### src/rtl/core/reference_count_aging_table_macros.svh
// Assertion macros for the reference count aging table.
// Included by files that carry concurrent checks; no other dependencies.
`ifndef REFERENCE_COUNT_AGING_TABLE_MACROS_SVH
`define REFERENCE_COUNT_AGING_TABLE_MACROS_SVH
`ifndef SYNTHESIS
`define RCAT_ASSERT(label, clk, rst, prop) \
   label: assert property (@(posedge clk) disable iff (rst) prop) \
      else $error("rcat check failed");
`define RCAT_ASSERT_NEVER(label, clk, rst, cond) \
   label: assert property (@(posedge clk) disable iff (rst) !(cond)) \
      else $error("rcat forbidden condition seen");
`else
`define RCAT_ASSERT(label, clk, rst, prop)
`define RCAT_ASSERT_NEVER(label, clk, rst, cond)
`endif
`endif

### src/rtl/core/rcat_pkg.sv
// Shared constants and types of the reference count aging table.
// No dependencies.
`default_nettype none

package rcat_pkg;

   localparam int CAPACITY   = 64;
   localparam int COUNT_BITS = 16;
   localparam int KEY_W      = 32;
   localparam int IDX_W      = $clog2(CAPACITY);
   localparam int CNT_W      = $clog2(CAPACITY + 1);
   localparam int OUT_W      = 7;
   localparam int STATUS_W   = 3;

   typedef enum logic [1:0] {
      OP_REFERENCE = 2'd0,
      OP_CLEAN     = 2'd1,
      OP_SHUTDOWN  = 2'd2
   } opcode_type;

   typedef enum logic [STATUS_W-1:0] {
      STATUS_HIT      = 3'd0,
      STATUS_INSERTED = 3'd1,
      STATUS_FULL     = 3'd2,
      STATUS_REJECTED = 3'd3,
      STATUS_DONE     = 3'd4
   } status_type;

   // token walking the cell row, one cell per clock
   typedef struct packed {
      logic             active;
      logic             sweep;
      logic             hit;
      logic             free_found;
      logic [IDX_W-1:0] free_idx;
      logic [CNT_W-1:0] dropped;
   } token_type;

   // insert broadcast to the row
   typedef struct packed {
      logic             en;
      logic [IDX_W-1:0] idx;
      logic [KEY_W-1:0] key;
   } write_type;

endpackage

`default_nettype wire

### src/rtl/core/rcat_cell.sv
// One table entry: valid bit, key and reference count, plus a token stage.
// Depends on rcat_pkg.
`default_nettype none

module rcat_cell
   import rcat_pkg::*;
(
   input  wire logic             clock,
   input  wire logic             reset,
   input  wire logic [IDX_W-1:0] cell_idx,
   input  wire logic [KEY_W-1:0] lookup_key,
   input  wire token_type        up_tok,
   input  wire write_type        wr,
   output token_type             dn_tok
);

   logic                  valid_ff, valid_in;
   logic [KEY_W-1:0]      key_ff, key_in;
   logic [COUNT_BITS-1:0] count_ff, count_in;
   token_type             dn_tok_ff, dn_tok_in;

   always_comb begin
      valid_in  = valid_ff;
      key_in    = key_ff;
      count_in  = count_ff;
      dn_tok_in = up_tok;
      if (up_tok.active) begin
         if (up_tok.sweep) begin
            if (valid_ff) begin
               if (count_ff <= COUNT_BITS'(1)) begin
                  valid_in          = 1'b0;
                  dn_tok_in.dropped = up_tok.dropped + CNT_W'(1);
               end else begin
                  count_in = count_ff - COUNT_BITS'(1);
               end
            end
         end else begin
            if (valid_ff && key_ff == lookup_key) begin
               dn_tok_in.hit = 1'b1;
               if (count_ff != {COUNT_BITS{1'b1}}) begin
                  count_in = count_ff + COUNT_BITS'(1);
               end
            end else if (!valid_ff && !up_tok.free_found) begin
               dn_tok_in.free_found = 1'b1;
               dn_tok_in.free_idx   = cell_idx;
            end
         end
      end
      if (wr.en && wr.idx == cell_idx) begin
         valid_in = 1'b1;
         key_in   = wr.key;
         count_in = COUNT_BITS'(1);
      end
   end

   always_ff @(posedge clock) begin
      if (reset) begin
         valid_ff  <= 1'b0;
         dn_tok_ff <= '0;
      end else begin
         valid_ff  <= valid_in;
         dn_tok_ff <= dn_tok_in;
      end
      key_ff   <= key_in;
      count_ff <= count_in;
   end

   assign dn_tok = dn_tok_ff;

endmodule

`default_nettype wire

### config.mk
export PLATFORM = sky130hd
export DESIGN_NAME = rcat_cell
export DESIGN_NICKNAME = d
export VERILOG_FILES = /design/src/rtl/core/reference_count_aging_table_macros.svh /design/src/rtl/core/rcat_pkg.sv /design/src/rtl/core/rcat_cell.sv
export SDC_FILE = /design/constraint.sdc
export NUM_CORES = 1
export LEC_CHECK = 0
export BUFFER_PORTS_ARGS = -buffer_cell sky130_fd_sc_hd__buf_2
export CAP_MARGIN = 5
export CELL_PAD_IN_SITES_DETAIL_PLACEMENT = 1
export CELL_PAD_IN_SITES_GLOBAL_PLACEMENT = 2
export CORE_MARGIN = 8
export CORE_UTILIZATION = 31
export CTS_CLUSTER_SIZE = 28
export DETAILED_ROUTE_END_ITERATION = 10
export PLACE_DENSITY = 0.86
export SKIP_CTS_REPAIR_TIMING = 1
export SLEW_MARGIN = 0
export SYNTH_ARGS = -nofsm -noshare
export SYNTH_HDL_FRONTEND = slang
export SYNTH_SLANG_ARGS = --single-unit
export TNS_END_PERCENT = 5
### constraint.sdc
create_clock -name clock -period 6.9 [get_ports clock]
set_clock_uncertainty 0.1 [all_clocks]
set_input_delay 1.035 -clock clock [delete_from_list [all_inputs] [get_ports clock]]
set_output_delay 1.035 -clock clock [all_outputs]
set_load 0.005 [all_outputs]
# Yosys cells after proc, flatten, opt, wreduce, memory -nomap -nowiden
# Index checks and enable logic that the tools add are counted.
# word_totals
regBits	66
inputBits	96
elab_cells	47
rom_bits	0
mem_count	0
latchBits	0
ramBits	0
out_inout_bits	17
# op_classes
n_div	0
n_addsub	3
n_eq_ne	5
n_reduce_logical	11
bitwise_logic	0
magnitude_cmp	1
n_mux	18
mul	0
shifts	0
# op_table
cell	n
16-bit two-way mux	5
7-bit two-way mux	5
32-bit == test	1
16-bit by 1-bit adder with 16-bit output (second input constant)	1
16-bit by 1-bit less-or-equal comparator with 1-bit output (second input constant)	1
16-bit inequality test (second input constant)	1
16-bit by 1-bit subtractor with 16-bit output (second input constant)	1
15-bit two-way mux	1
8-bit two-way mux	1
2-bit nonzero test	4
7-bit by 1-bit adder with 7-bit output (second input constant)	1
6-bit == test	1
1-bit two-way mux	6
5-bit AND reduction	1
1-bit logical AND	3
1-bit logical NOT	2
2-bit by 1-bit inequality test with 1-bit output (second input constant)	1
2-bit inequality test (second input constant)	1
2-bit AND reduction	1

# Depth between registers and ports, before layout
# logic_depth
word_depth	6
depth_mapped	10
ltp_nobuf	8

# Least setup slack after synthesis
# OpenSTA, ideal clock, no wires.
# synth_path
path_kind	input-to-reg
start	input port cell_idx[2]
end	register count_ff[7]
required_time_ps	6678
path_buffers	2
t_arrival_ps	3310
setup_slack_ps	3368
setup_ps	122
cell_stages	9
cell_sequence	xnor2_1 nand2_1 or3_1 clkbuf_1 inv_1 clkbuf_1 nor4_1 a31oi_1 nand3_1
# synth_between
elab_chain_len	2
# synth_rtl
element	line_no	source
start: declaration	rcat_cell.sv:10	input wire logic [IDX_W-1:0] cell_idx,
6-bit == test	rcat_cell.sv:49	if (wr.en && wr.idx == cell_idx) begin
1-bit logical AND	rcat_cell.sv:49	
end signal: assignment	rcat_cell.sv:65	count_ff <= count_in;
end: declaration	rcat_cell.sv:19	logic [COUNT_BITS-1:0] count_ff, count_in;
# No other way between the ends.
# A chain may end at the register's enable or synchronous reset.

# Worst setup path after layout
# layout_path
start	input port cell_idx[5]
end	register count_ff[3]
# The elaborated chain is that of the path after synthesis.

==> flow_metrics.tcl <==
set metrics [dict create \
    drt_iter0_markers 77 \
    syn_nets 434 \
    syn_avg_cell_area_um2 10.11 \
    pwr-share-comb_pct 10.4 \
    post_dp_cell_area_um2 4029 \
    worstPathArrival_ns 3.96 \
    synth_top_area_cell "edfxtp_1" \
    hold_end "count_ff[15]" \
    timing.rr.end "count_ff[11]" \
    maxCapViolations 0 \
    power.leakage_nw 1.742 \
    synth_xor_area_share_pct 10.63 \
    io_pins 113 \
    synth_mux_area_share_pct 4.481 \
    num_rows 38 \
    min_period_ns 3.828 \
    reg2reg_from "count_ff[9]" \
    numCtsBuffers 9 \
    track_usage_pct 13.89 \
    syn_area_um2 3378 \
    cp_data_required_time_ns 7.04 \
    cts_buffer_depth 2 \
    dp_hpwl_um 7818 \
    drc_errors 0 \
    fmax_ghz 0.2613 \
    synth.top_cell.area_share_pct 28.44 \
    fin_crit_sh_pct 55.47 \
    pwr-share-seq_pct 48.2 \
    die_h_um 120.4 \
    grt_max_degree 29 \
    synth_cells 334 \
    drive_gt1_share_pct 30.63 \
    yosys.area_share.simple_pct 22.07 \
    synth_flop_cell "dfxtp_1" \
    synth_area_leaders "edfxtp_1, dfxtp_1, xor2_1" \
    ant_nets 0 \
    async_flop_share_pct 0 \
    totalWireLength_um 9948 \
    seq_area_frac_synth_pct 48.59 \
    crit_path_end_kind "flop" \
    ir_drop_v 0.00008993 \
    post_synth_num_cell_types 51 \
    synth-compound-area-share_pct 9.222 \
    grt_pass1_wl_um 16350 \
    design_area_um2 4253 \
    status "complete, no violations" \
    hold_class "flop to flop" \
    via_count 2955 \
    synth_fa_ha_area_share_pct 1.481 \
    clockRootBuffer "clkbuf_8" \
    via_per_inst 5.060 \
    grt_pass1_vias 3210 \
    antenna_found_initial 0 \
    synth_top_family_by_area "simple AND/OR/NAND/NOR gates" \
    n_antenna_cell 0 \
    post-route-util_pct 39.58 \
    fin_nets 539 \
    pwr-share-clk_pct 41.4 \
    power_density_nw_per_um2 210.1 \
    start_kind "primary input" \
    rsz0062_at_grt "no" \
    start_util_pct 31.44 \
    core_area_um2 10750 \
    multi_input_area_um2 1618 \
    power_uw 893.4 \
    min_path_cells 2 \
    synth_common_cells "nor2_1, dfxtp_1, xor2_1" \
    htree_levels 3 \
    fillCellCount 1278 \
    gr-total-overflow 0 \
    swShare_pct 24.26 \
    maxSlewViolCount 0 \
    internal-power_uw 676.6 \
    yosysWarnings 0 \
    io_buffers 112 \
    hold_start "count_ff[15]" \
    area_delta_synth_final_pct 25.89 \
    wl_per_cell_um 17.03 \
    cp-startpoint "cell_idx[5]" \
    setup_violations 0 \
    reg2reg_slack_ns 4.01 \
    relSlewSlack_pct 32.75 \
    finalHoldViolations 0 \
    critical_path_class "primary input to flop" \
    clk_pin_slew_worst_paths_ns 0.08 \
    first_pass_iters 4 \
    synth-edff-count 32 \
    synth.most_common_cell "nor2_1" \
    dieArea_um2 14490 \
    power.net_switching_uw 216.8 \
    ys_ff_latch 66 \
    die_w_um 120.4 \
    clock-sinks 66 \
    regArea_um2 1642 \
    setup_tns_ns 0 \
    worst_pin_slew_ns 1.008 \
    crit_fanout 28 \
    cts_tree "yes" \
    insertion_delay_ns 0.34 \
    gp_congestion 0.7556 \
    reg2reg_depth 6 \
]
-- registers in the layout, indices dropped and copies added, names as in the netlist --
signal,count
key_ff,32
valid_ff,1
dn_tok,17
count_ff,16
-- worst max path at each step --
stage	end	slack [ns]	depth (start not counted)
finish	count_ff[3]	3.07	9
global route	count_ff[3]	2.83	9
CTS	count_ff[3]	3.04	9
detailed placement	count_ff[3]	2.66	9
global placement	count_ff[3]	2.78	9
floorplan	count_ff[7]	3.37	9
-- area by class of cell --
cell class,instances,area share [%]
sequential,66,38.60
multi-input combinational,242,38.04
timing repair buffer,113,13.36
tap,140,4.119
clock buffer,9,2.913
clock inverter,7,2.354
inverter,7,0.6178
-- power by group through the flow --
stage / Combinational (mW) / Sequential [mW] / Clock (mW)
global placement: 0.0888 / 0.439 / 0
floorplan: 0.0456 / 0.438 / 0
detailed placement: 0.0940 / 0.439 / 0
finish: 0.0926 / 0.430 / 0.370
CTS: 0.0948 / 0.430 / 0.383
global route: 0.105 / 0.432 / 0.397
-- stage by stage --
step	hold slack, ns	cells	worst slack [ns]
floorplan	0.3657	334	3.368
detailed placement	0.3957	568	2.661
finish	0.4087	584	3.072
global route	0.4651	584	2.831
CTS	0.4096	584	3.044
global placement	0.3919	568	2.782
-- layout by cell type, fill, tap and decap left out, types with 2 or more instances in the layout --
master,synthesis,routed
nor3b_1,2,2
xor2_1,33,33
o21a_1,2,2
dfxtp_1,34,34
or3_1,11,11
nand3_1,13,13
nor2_1,42,42
nand4_1,9,9
a21oi_1,11,11
edfxtp_1,32,32
bufinv_16,0,2
mux2i_1,14,14
a311o_1,4,4
and3_1,3,3
ha_1,4,4
clkinv_4,0,2
nor2b_1,3,3
a32oi_1,3,3
buf_2,2,112
inv_1,7,7
or4_1,4,4
and2_1,4,4
nand2_1,16,16
xnor2_1,8,8
clkbuf_8,0,9
nor4_1,12,12
o31ai_1,3,3
nor3_1,9,9
o21ai_0,5,5
a31oi_1,6,6
inv_6,0,2
nand2b_1,2,2
-- layer usage --
metal / routed length [um] / vias to the layer above / global-route usage [%]
li1: - / 1430 / -
met1: 4265 / 1416 / 16.19
met2: 4848 / 101 / 23.83
met3: 757 / 8 / 4.709
met4: 77 / 0 / 3.747
met5: 0 / - / 0
-- kinds of logic after synthesis --
logic type / Yosys count
AOI/OAI and AO/OA: 43
buffers and inverters: 26
DFF: 66
and+or+nand+nor: 139
xor gates and xnor gates: 41
adders and majority gates: 4
muxes: 15
-- worst max-delay path, stage by stage --
cell	delay, ns
buf_2	0.11
xnor2_1	0.14
nand2_1	0.07
or3_1	0.72
inv_1	0.89
buf_4	0.40
or3_1	0.17
mux2i_1	0.08
a311o_1	0.33
No activity file was read; power rests on OpenSTA's default activity.
